<file path="src/hw/rtl/mtk_pkg.sv">
// Shared types, character constants and the Morse code table of the text keyer.
// No dependencies; every other file of the keyer imports this package.
package mtk_pkg;

  localparam int CFG_IDX_W  = 2;
  localparam int CFG_DATA_W = 16;
  localparam int DIT_W      = 11;
  localparam int DUR_W      = 14;
  localparam int FREQ_W     = 16;
  localparam int CHAR_W     = 8;
  localparam int MAX_SYMS   = 7;
  localparam int LEN_W      = 3;
  localparam int SEQ_DEPTH  = 3;
  localparam int SEQ_IDX_W  = 2;

  localparam logic [CHAR_W-1:0] CH_NEWLINE = 8'h0A;
  localparam logic [CHAR_W-1:0] CH_SPACE   = 8'h20;
  localparam logic [CHAR_W-1:0] CH_A       = 8'h41;
  localparam logic [CHAR_W-1:0] CH_B       = 8'h42;
  localparam logic [CHAR_W-1:0] CH_T       = 8'h54;

  typedef enum logic [CFG_IDX_W-1:0] {
    REG_DIT_MS  = 2'd0,
    REG_TONE_HZ = 2'd1
  } cfg_reg_t;

  // One looked-up character: symbols are left-aligned, first symbol in the
  // top bit, a one meaning a dash.
  typedef struct packed {
    logic                known;
    logic                space;
    logic [LEN_W-1:0]    len;
    logic [MAX_SYMS-1:0] pat;
  } morse_code_t;

  // Character handed from the text front end to the symbol shifter.
  typedef struct packed {
    logic              valid;
    logic [CHAR_W-1:0] code;
    logic              is_final;
  } char_req_t;

  // Durations of one, three and seven dits.
  typedef struct packed {
    logic [DUR_W-1:0] dit1;
    logic [DUR_W-1:0] dit3;
    logic [DUR_W-1:0] dit7;
  } dur_set_t;

  function automatic morse_code_t morse_lookup(input logic [CHAR_W-1:0] ch);
    morse_code_t         c;
    logic [MAX_SYMS-1:0] p;
    logic [LEN_W-1:0]    n;
    p = '0;
    n = '0;
    unique case (ch)
      8'h41: begin n = 3'd2; p = 7'b01;      end // A
      8'h42: begin n = 3'd4; p = 7'b1000;    end // B
      8'h43: begin n = 3'd4; p = 7'b1010;    end // C
      8'h44: begin n = 3'd3; p = 7'b100;     end // D
      8'h45: begin n = 3'd1; p = 7'b0;       end // E
      8'h46: begin n = 3'd4; p = 7'b0010;    end // F
      8'h47: begin n = 3'd3; p = 7'b110;     end // G
      8'h48: begin n = 3'd4; p = 7'b0000;    end // H
      8'h49: begin n = 3'd2; p = 7'b00;      end // I
      8'h4A: begin n = 3'd4; p = 7'b0111;    end // J
      8'h4B: begin n = 3'd3; p = 7'b101;     end // K
      8'h4C: begin n = 3'd4; p = 7'b0100;    end // L
      8'h4D: begin n = 3'd2; p = 7'b11;      end // M
      8'h4E: begin n = 3'd2; p = 7'b10;      end // N
      8'h4F: begin n = 3'd3; p = 7'b111;     end // O
      8'h50: begin n = 3'd4; p = 7'b0110;    end // P
      8'h51: begin n = 3'd4; p = 7'b1101;    end // Q
      8'h52: begin n = 3'd3; p = 7'b010;     end // R
      8'h53: begin n = 3'd3; p = 7'b000;     end // S
      8'h54: begin n = 3'd1; p = 7'b1;       end // T
      8'h55: begin n = 3'd3; p = 7'b001;     end // U
      8'h56: begin n = 3'd4; p = 7'b0001;    end // V
      8'h57: begin n = 3'd3; p = 7'b011;     end // W
      8'h58: begin n = 3'd4; p = 7'b1001;    end // X
      8'h59: begin n = 3'd4; p = 7'b1011;    end // Y
      8'h5A: begin n = 3'd4; p = 7'b1100;    end // Z
      8'h30: begin n = 3'd5; p = 7'b11111;   end // 0
      8'h31: begin n = 3'd5; p = 7'b01111;   end // 1
      8'h32: begin n = 3'd5; p = 7'b00111;   end // 2
      8'h33: begin n = 3'd5; p = 7'b00011;   end // 3
      8'h34: begin n = 3'd5; p = 7'b00001;   end // 4
      8'h35: begin n = 3'd5; p = 7'b00000;   end // 5
      8'h36: begin n = 3'd5; p = 7'b10000;   end // 6
      8'h37: begin n = 3'd5; p = 7'b11000;   end // 7
      8'h38: begin n = 3'd5; p = 7'b11100;   end // 8
      8'h39: begin n = 3'd5; p = 7'b11110;   end // 9
      8'h2D: begin n = 3'd6; p = 7'b100001;  end // hyphen
      8'h2F: begin n = 3'd5; p = 7'b10010;   end // slash
      8'h2E: begin n = 3'd6; p = 7'b010101;  end // full stop
      8'h24: begin n = 3'd7; p = 7'b0001001; end // dollar
      8'h3A: begin n = 3'd6; p = 7'b111000;  end // colon
      8'h3B: begin n = 3'd6; p = 7'b101010;  end // semicolon
      8'h26: begin n = 3'd5; p = 7'b01000;   end // ampersand
      8'h21: begin n = 3'd6; p = 7'b101011;  end // exclamation mark
      8'h3F: begin n = 3'd6; p = 7'b001100;  end // question mark
      8'h2C: begin n = 3'd6; p = 7'b110011;  end // comma
      8'h27: begin n = 3'd6; p = 7'b011110;  end // apostrophe
      8'h28: begin n = 3'd5; p = 7'b10110;   end // open bracket
      8'h29: begin n = 3'd6; p = 7'b101101;  end // close bracket
      8'h3D: begin n = 3'd5; p = 7'b10001;   end // equals
      8'h2B: begin n = 3'd5; p = 7'b01010;   end // plus
      8'h5F: begin n = 3'd6; p = 7'b001101;  end // underscore
      8'h22: begin n = 3'd6; p = 7'b010010;  end // double quote
      8'h40: begin n = 3'd6; p = 7'b011010;  end // at sign
      default: begin n = '0; p = '0; end
    endcase
    c.space = (ch == CH_SPACE);
    c.known = (n != '0) || c.space;
    c.len   = n;
    c.pat   = p << (LEN_W'(MAX_SYMS) - n);
    return c;
  endfunction

endpackage

</file>
<file path="src/hw/rtl/mtk_text_front.sv">
// Text front end: accepts bytes, tracks the pending newline and queues the
// characters to be keyed (prosign letters and the byte itself). Uses mtk_pkg.
module mtk_text_front (
  input  logic                      clk,
  input  logic                      rst,
  input  logic [mtk_pkg::CHAR_W-1:0] char_code,
  input  logic                      end_of_text,
  input  logic                      in_valid,
  output logic                      in_ready,
  input  logic                      take,
  output mtk_pkg::char_req_t        ch
);
  import mtk_pkg::*;

  logic [CHAR_W-1:0]    slot [SEQ_DEPTH];
  logic [CHAR_W-1:0]    slot_next [SEQ_DEPTH];
  logic [SEQ_IDX_W-1:0] cnt;
  logic [SEQ_IDX_W-1:0] cnt_next;
  logic                 newline_pending;
  logic                 accept;
  logic                 is_nl;
  logic                 pre_bt;
  logic                 pre_aa;
  logic                 main_ok;
  morse_code_t          main_code;

  assign in_ready  = (cnt == '0);
  assign accept    = in_valid && in_ready;
  assign is_nl     = (char_code == CH_NEWLINE);
  assign main_code = morse_lookup(char_code);
  assign pre_bt    = is_nl && newline_pending;
  assign pre_aa    = (is_nl && !newline_pending && end_of_text) || (!is_nl && newline_pending);
  // Unknown bytes are never queued, so the last queued character carries the
  // final keying item of the request.
  assign main_ok   = !is_nl && main_code.known;

  always_comb begin
    for (int i = 0; i < SEQ_DEPTH; i++) begin
      slot_next[i] = char_code;
    end
    cnt_next = '0;
    if (pre_bt) begin
      slot_next[0] = CH_B;
      slot_next[1] = CH_T;
      cnt_next     = SEQ_IDX_W'(2);
    end else if (pre_aa) begin
      slot_next[0] = CH_A;
      slot_next[1] = CH_A;
      cnt_next     = SEQ_IDX_W'(2);
    end
    if (main_ok) begin
      slot_next[cnt_next] = char_code;
      cnt_next            = cnt_next + SEQ_IDX_W'(1);
    end
  end

  always_ff @(posedge clk) begin
    if (rst) begin
      cnt             <= '0;
      newline_pending <= 1'b0;
    end else if (accept) begin
      cnt             <= cnt_next;
      newline_pending <= is_nl && !newline_pending && !end_of_text;
    end else if (take) begin
      cnt <= cnt - SEQ_IDX_W'(1);
    end
  end

  always_ff @(posedge clk) begin
    if (accept) begin
      for (int i = 0; i < SEQ_DEPTH; i++) begin
        slot[i] <= slot_next[i];
      end
    end else if (take) begin
      for (int i = 0; i < SEQ_DEPTH - 1; i++) begin
        slot[i] <= slot[i+1];
      end
    end
  end

  assign ch.valid    = (cnt != '0);
  assign ch.code     = slot[0];
  assign ch.is_final = (cnt == SEQ_IDX_W'(1));

endmodule

</file>
<file path="src/hw/rtl/mtk_symbol_shifter.sv">
// Symbol shifter: loads one character's code and shifts it out a symbol at a
// time as tone and gap items into the output register. Uses mtk_pkg.
module mtk_symbol_shifter (
  input  logic                       clk,
  input  logic                       rst,
  input  mtk_pkg::char_req_t         ch,
  output logic                       take,
  input  mtk_pkg::dur_set_t          dur,
  input  logic [mtk_pkg::FREQ_W-1:0] tone_hz,
  output logic                       out_valid,
  input  logic                       out_ready,
  output logic                       tone_on,
  output logic [mtk_pkg::DUR_W-1:0]  duration_ms,
  output logic [mtk_pkg::FREQ_W-1:0] tone_freq_hz,
  output logic                       last
);
  import mtk_pkg::*;

  logic                active;
  logic                space;
  logic                in_gap;
  logic                is_final;
  logic [MAX_SYMS-1:0] pat;
  logic [LEN_W-1:0]    remain;
  logic                emit;
  logic                last_sym;
  logic                item_tone;
  logic [DUR_W-1:0]    item_dur;
  logic                item_last;
  morse_code_t         code;

  assign code     = morse_lookup(ch.code);
  assign take     = ch.valid && !active;
  assign emit     = active && (!out_valid || out_ready);
  assign last_sym = (remain == LEN_W'(1));

  always_comb begin
    item_tone = 1'b0;
    item_dur  = dur.dit3;
    item_last = 1'b0;
    if (space) begin
      item_dur  = dur.dit7;
      item_last = is_final;
    end else if (!in_gap) begin
      item_tone = 1'b1;
      item_dur  = pat[MAX_SYMS-1] ? dur.dit3 : dur.dit1;
    end else begin
      item_last = is_final && last_sym;
    end
  end

  always_ff @(posedge clk) begin
    if (rst) begin
      active    <= 1'b0;
      out_valid <= 1'b0;
    end else begin
      if (take) begin
        active <= 1'b1;
      end else if (emit && (space || (in_gap && last_sym))) begin
        active <= 1'b0;
      end
      if (emit) begin
        out_valid <= 1'b1;
      end else if (out_ready) begin
        out_valid <= 1'b0;
      end
    end
  end

  always_ff @(posedge clk) begin
    if (take) begin
      space    <= code.space;
      pat      <= code.pat;
      remain   <= code.len;
      in_gap   <= 1'b0;
      is_final <= ch.is_final;
    end else if (emit && !space) begin
      in_gap <= !in_gap;
      if (in_gap) begin
        pat    <= pat << 1;
        remain <= remain - LEN_W'(1);
      end
    end
  end

  always_ff @(posedge clk) begin
    if (emit) begin
      tone_on      <= item_tone;
      duration_ms  <= item_dur;
      tone_freq_hz <= item_tone ? tone_hz : '0;
      last         <= item_last;
    end
  end

endmodule

</file>
<file path="src/hw/rtl/morse_text_keyer_core.sv">
// Top level of the Morse text keyer: configuration registers, dit multiples,
// the text front end and the symbol shifter. Uses mtk_pkg and both submodules.
//
//  channel  | handshake             | payload
//  ---------+-----------------------+-----------------------------------------
//  text in  | in_valid / in_ready   | char_code, end_of_text
//  keying   | out_valid / out_ready | tone_on, duration_ms, tone_freq_hz, last
//  config   | cfg_we                | cfg_index, cfg_data
//
// A request is taken once the previous one's characters have all been handed
// to the shifter. Each queued character is first loaded into the shifter,
// which then emits one keying item a cycle from its output register while the
// keying side does not stall.
// Reset is synchronous and clears the pending newline; no clearing pass.
// A stall on the keying side holds the shifter and thus the text input.
module morse_text_keyer_core (
  input  logic                           clk,
  input  logic                           rst,
  input  logic [mtk_pkg::CHAR_W-1:0]     char_code,
  input  logic                           end_of_text,
  input  logic                           in_valid,
  output logic                           in_ready,
  output logic                           tone_on,
  output logic [mtk_pkg::DUR_W-1:0]      duration_ms,
  output logic [mtk_pkg::FREQ_W-1:0]     tone_freq_hz,
  output logic                           last,
  output logic                           out_valid,
  input  logic                           out_ready,
  input  logic                           cfg_we,
  input  logic [mtk_pkg::CFG_IDX_W-1:0]  cfg_index,
  input  logic [mtk_pkg::CFG_DATA_W-1:0] cfg_data
);
  import mtk_pkg::*;

  logic [DIT_W-1:0]  dit_ms;
  logic [FREQ_W-1:0] tone_hz;
  logic [DUR_W-1:0]  dit_ext;
  dur_set_t          dur;
  char_req_t         ch;
  logic              take;

  always_ff @(posedge clk) begin
    if (rst) begin
      dit_ms  <= DIT_W'(60);
      tone_hz <= FREQ_W'(800);
    end else if (cfg_we) begin
      if (cfg_index == REG_DIT_MS) begin
        dit_ms <= cfg_data[DIT_W-1:0];
      end else if (cfg_index == REG_TONE_HZ) begin
        tone_hz <= cfg_data[FREQ_W-1:0];
      end
    end
  end

  // Seven dits of the widest setting still fit in the duration field.
  assign dit_ext  = DUR_W'(dit_ms);
  assign dur.dit1 = dit_ext;
  assign dur.dit3 = dit_ext + (dit_ext << 1);
  assign dur.dit7 = (dit_ext << 3) - dit_ext;

  mtk_text_front u_front (
    .clk         (clk),
    .rst         (rst),
    .char_code   (char_code),
    .end_of_text (end_of_text),
    .in_valid    (in_valid),
    .in_ready    (in_ready),
    .take        (take),
    .ch          (ch)
  );

  mtk_symbol_shifter u_shifter (
    .clk          (clk),
    .rst          (rst),
    .ch           (ch),
    .take         (take),
    .dur          (dur),
    .tone_hz      (tone_hz),
    .out_valid    (out_valid),
    .out_ready    (out_ready),
    .tone_on      (tone_on),
    .duration_ms  (duration_ms),
    .tone_freq_hz (tone_freq_hz),
    .last         (last)
  );

  a_silence_no_freq: assert property (@(posedge clk) disable iff (rst)
    out_valid && !tone_on |-> tone_freq_hz == '0)
    else $error("silence item carries a tone frequency");

  a_silence_len: assert property (@(posedge clk) disable iff (rst)
    out_valid && !tone_on |-> duration_ms == dur.dit3 || duration_ms == dur.dit7)
    else $error("silence item is neither a gap nor a word space");

  a_tone_len: assert property (@(posedge clk) disable iff (rst)
    out_valid && tone_on |-> duration_ms == dur.dit1 || duration_ms == dur.dit3)
    else $error("tone item is neither a dot nor a dash");

  a_take_needs_request: assert property (@(posedge clk) disable iff (rst)
    take |-> ch.valid && !in_ready)
    else $error("shifter took a character from an empty queue");

endmodule
</file>
<file path="config.mk">
export PLATFORM = sky130hd
export DESIGN_NAME = morse_text_keyer_core
export DESIGN_NICKNAME = d
export VERILOG_FILES = /design/src/hw/rtl/mtk_pkg.sv /design/src/hw/rtl/mtk_text_front.sv /design/src/hw/rtl/mtk_symbol_shifter.sv /design/src/hw/rtl/morse_text_keyer_core.sv
export SDC_FILE = /design/constraint.sdc
export NUM_CORES = 1
export LEC_CHECK = 0
export BUFFER_PORTS_ARGS = -buffer_cell sky130_fd_sc_hd__buf_4
export CAP_MARGIN = 20
export CORE_ASPECT_RATIO = 1.25
export CORE_MARGIN = 1.5
export CORE_UTILIZATION = 50
export CTS_CLUSTER_SIZE = 10
export DETAILED_ROUTE_END_ITERATION = 7
export HOLD_SLACK_MARGIN = 0.12
export PLACE_DENSITY_LB_ADDON = 0.05
export SLEW_MARGIN = 40
export SYNTH_ARGS = -nofsm -noshare
export SYNTH_HDL_FRONTEND = slang
export SYNTH_HIERARCHICAL = 1
export SYNTH_SLANG_ARGS = --single-unit
export TNS_END_PERCENT = 1
</file>
<file path="constraint.sdc">
create_clock -name clk -period 3.13 [get_ports clk]
set_clock_uncertainty 0.2 [all_clocks]
set_input_delay 0.313 -clock clk [delete_from_list [all_inputs] [get_ports clk]]
set_output_delay 0.313 -clock clk [all_outputs]
set_load 0.05 [all_outputs]
</file>
==> run metrics <==
DP Wirelength=11200 um; Synth Warn #=6; period utilization=0.930; top cell type's share of synthesized area=0.303; fin. max-slew vios=0; Worst-path clk slew=0.08 ns; Post-Syn Area=0.00675 mm2; actual slew at the worst max-slew pin=0.729 ns; FF+latch count, synth=101; Synth Area in XOR/XNOR=0.0324; largest net degree at the start of global routing=34; Worst slew margin=0.514; die height=133 um; vias in the first global route=5251; Mean Syn Cell Area=9.21 um2; row count=47; initial antenna violation count=0; final WL=15600 um; endpoints failing setup=0; Setup TNS Final=0 ns; pwr dens=891 mW/mm2; worst hold path class=primary input to register; PortBufs=65; maximum VDD drop=0.663 mV; worst-skew pair later-pin latency=0.35 ns; Post-synth EDFFs=68; minimum clock period=2.91 ns; Chip Width=107 um; reg2reg setup slack=0.22 ns; Final ANT Viol Nets=0; cts bufs inserted=9; ys async rst share=0; most common cell after layout, fill and taps aside=nand2_1; Filler Cell Count=1140; sequential element share of the synthesized area=0.400; adder-cell share of the synthesized area=0.0790; CP max FO=13; Layout area overhead=16.6%; r2r worst-path depth=9; Via density=5.67; Post-Synth Simple-Gate Area=0.192; CTS Sinks=101; core area=0.0132 mm2; outcome=complete, no violations; Final nets=878; DRC errors left=0; Hold Path End=u_front/slot[1][3]; Clock Path Buffers=2; WP data arrival=2.88 ns; r2r endpoint=u_shifter/pat[6]; post-synth top area cell=edfxtp_1; Hold Startpoint=char_code[3]; post-synthesis compound-gate area fraction=0.191; required time of the critical path=3.10 ns; H-tree lvl count=3; first-pass GRT wire length=25500 um; Worst R2R Start=u_front/slot[0][1]; root buffer cell=clkbuf_16; DR iter-0 viols=338; synthesized instance count=733; most frequent cells in the layout=116 x nand2_1, 79 x buf_4, 68 x edfxtp_1; Worst setup SP type=register; count of unique library cells instantiated by Yosys=82; Worst Hold Path Cells=1; multi-input logic area=0.00366 mm2; total power=7.01 mW; remaining global-route overflow=0; Vias=5552; fin util=0.595; Starting Density=0.510; ratio of cells with drive above 1 in the final layout=0.146; CTS tree=yes; global placer's final weighted congestion=0.871; RSZ-0062 raised after global routing=no; largest family of logic cells by synthesized area=simple AND/OR/NAND/NOR gates; DIE AREA=0.0142 mm2; Pre-antenna DRT Iters=5; mux contribution to synthesized area=0.0450; max_cap viols=0; global-route usage over all layers=0.223; io pins=66; wire length per cell=15.9 um; final hold slack=0.130 ns; Synth area leaders=edfxtp_1 30%, dfxtp_1 9.8%, ha_1 7.6%; fmax=0.343 GHz; Critical Setup Path Class=register to register; Synth Flop Type=edfxtp_1; final hold vios=0; leakage power=3.15 nW; Worst setup EP type=register; Antenna diodes=0; Sequential Area=0.00270 mm2
==> synthesized netlist by cell type, drive strengths merged (8+ instances only) <==
| cell type | n |
|---|---|
| edfxtp | 68 |
| xnor2 | 18 |
| nor2 | 39 |
| clkbuf | 20 |
| inv | 32 |
| o21ai | 42 |
| nor3 | 12 |
| buf | 28 |
| and2 | 20 |
| a31oi | 14 |
| a211o | 10 |
| dfxtp | 33 |
| nand2b | 15 |
| nor2b | 15 |
| nand3 | 8 |
| nand2 | 117 |
| a21oi | 53 |
| ha | 41 |
| nand3b | 8 |
| mux2i | 27 |
==> cells by family after synthesis <==
logic type	after synthesis
AO/OA/AOI/OAI	189
XOR/XNOR	25
adder cells (fa/ha/maj)	42
buffers and inverters	81
flip-flops	101
multiplexers	30
other	1
AND/OR/NAND/NOR	264
==> state kept, by name (all words and copies together) (netlist names) <==
register,cells
u_front/slot,24
u_shifter/pat,7
u_shifter/last,1
tone_hz,16
u_shifter/tone_freq_hz,16
u_shifter/is_final,1
u_shifter/duration_ms,14
u_front/newline_pending,1
u_shifter/out_valid,1
u_front/cnt,2
u_shifter/in_gap,1
u_shifter/tone_on,1
u_shifter/remain,3
u_shifter/active,1
dit_ms,11
u_shifter/space,1
==> cell type report <==
type	count	share of cell area
timing repair buffer	105	0.109
clock inverter	7	0.0110
inverter	33	0.0157
sequential	101	0.343
clock buffer	9	0.0286
multi-input combinational	554	0.465
tap	171	0.0272
==> layer usage <==
metal	vias to the layer above	share of wire	track usage
met3	30	0.048	0.0424
met2	166	0.48	0.366
met1	2594	0.45	0.294
li1	2762	-	-
met5	-	0	0
met4	0	0.023	0.0763
==> per-stage QoR <==
| step | worst slack, ns | instances | cell area (um2) |
|---|---|---|---|
| after floorplan | 0.305 | 736 | 6760 |
| after global placement | 0.275 | 938 | 7290 |
| after detailed placement | 0.222 | 938 | 7290 |
| after CTS | 0.206 | 979 | 7850 |
| after global routing | 0.0312 | 980 | 7870 |
| final | 0.218 | 980 | 7870 |
==> worst max-delay path by stage <==
| stage | startpoint | endpoint | slack [ns] | depth (start not counted) |
|---|---|---|---|---|
| 4_1_cts | u_front/slot[0][0] | u_shifter/pat[5] | 0.21 | 10 |
| 6_report | u_front/slot[0][1] | u_shifter/pat[6] | 0.22 | 9 |
| 3_3_place_gp | u_front/slot[0][1] | u_shifter/pat[4] | 0.28 | 9 |
| 2_1_floorplan | u_front/slot[0][0] | u_shifter/pat[5] | 0.30 | 13 |
| 3_5_place_dp | u_front/slot[0][0] | u_shifter/pat[5] | 0.22 | 10 |
| 5_1_grt | u_front/slot[0][0] | u_shifter/pat[5] | 0.03 | 10 |
==> what timing repair did <==
item                                    4_1_cts  5_1_grt
buffers inserted                              0        0
hold buffers                                 25        0
endpoints found under the setup margin        0        1
resized for setup                             0        1
hold endpoints to repair                     38        0
==> worst max-delay path, stage by stage, from the launching register on <==
cell,delay [ns]
edfxtp_1,0.35
buf_4,0.20
ha_1,0.35
nor2b_1,0.13
o21ai_0,0.33
a31oi_1,0.17
o2bb2ai_1,0.37
mux2i_1,0.17
o221a_1,0.26
nor4_2,0.22
==> where the power goes <==
group / leakage, nW / switching [mW] / internal [mW] / total (mW)
clock: 0.151 / 0.553 / 0.574 / 1.13
sequential: 0.920 / 0.226 / 2.04 / 2.26
combinational: 2.08 / 2.33 / 1.29 / 3.62
total: 3.15 / 3.11 / 3.90 / 7.01
Power figures use the tool's default switching activity.
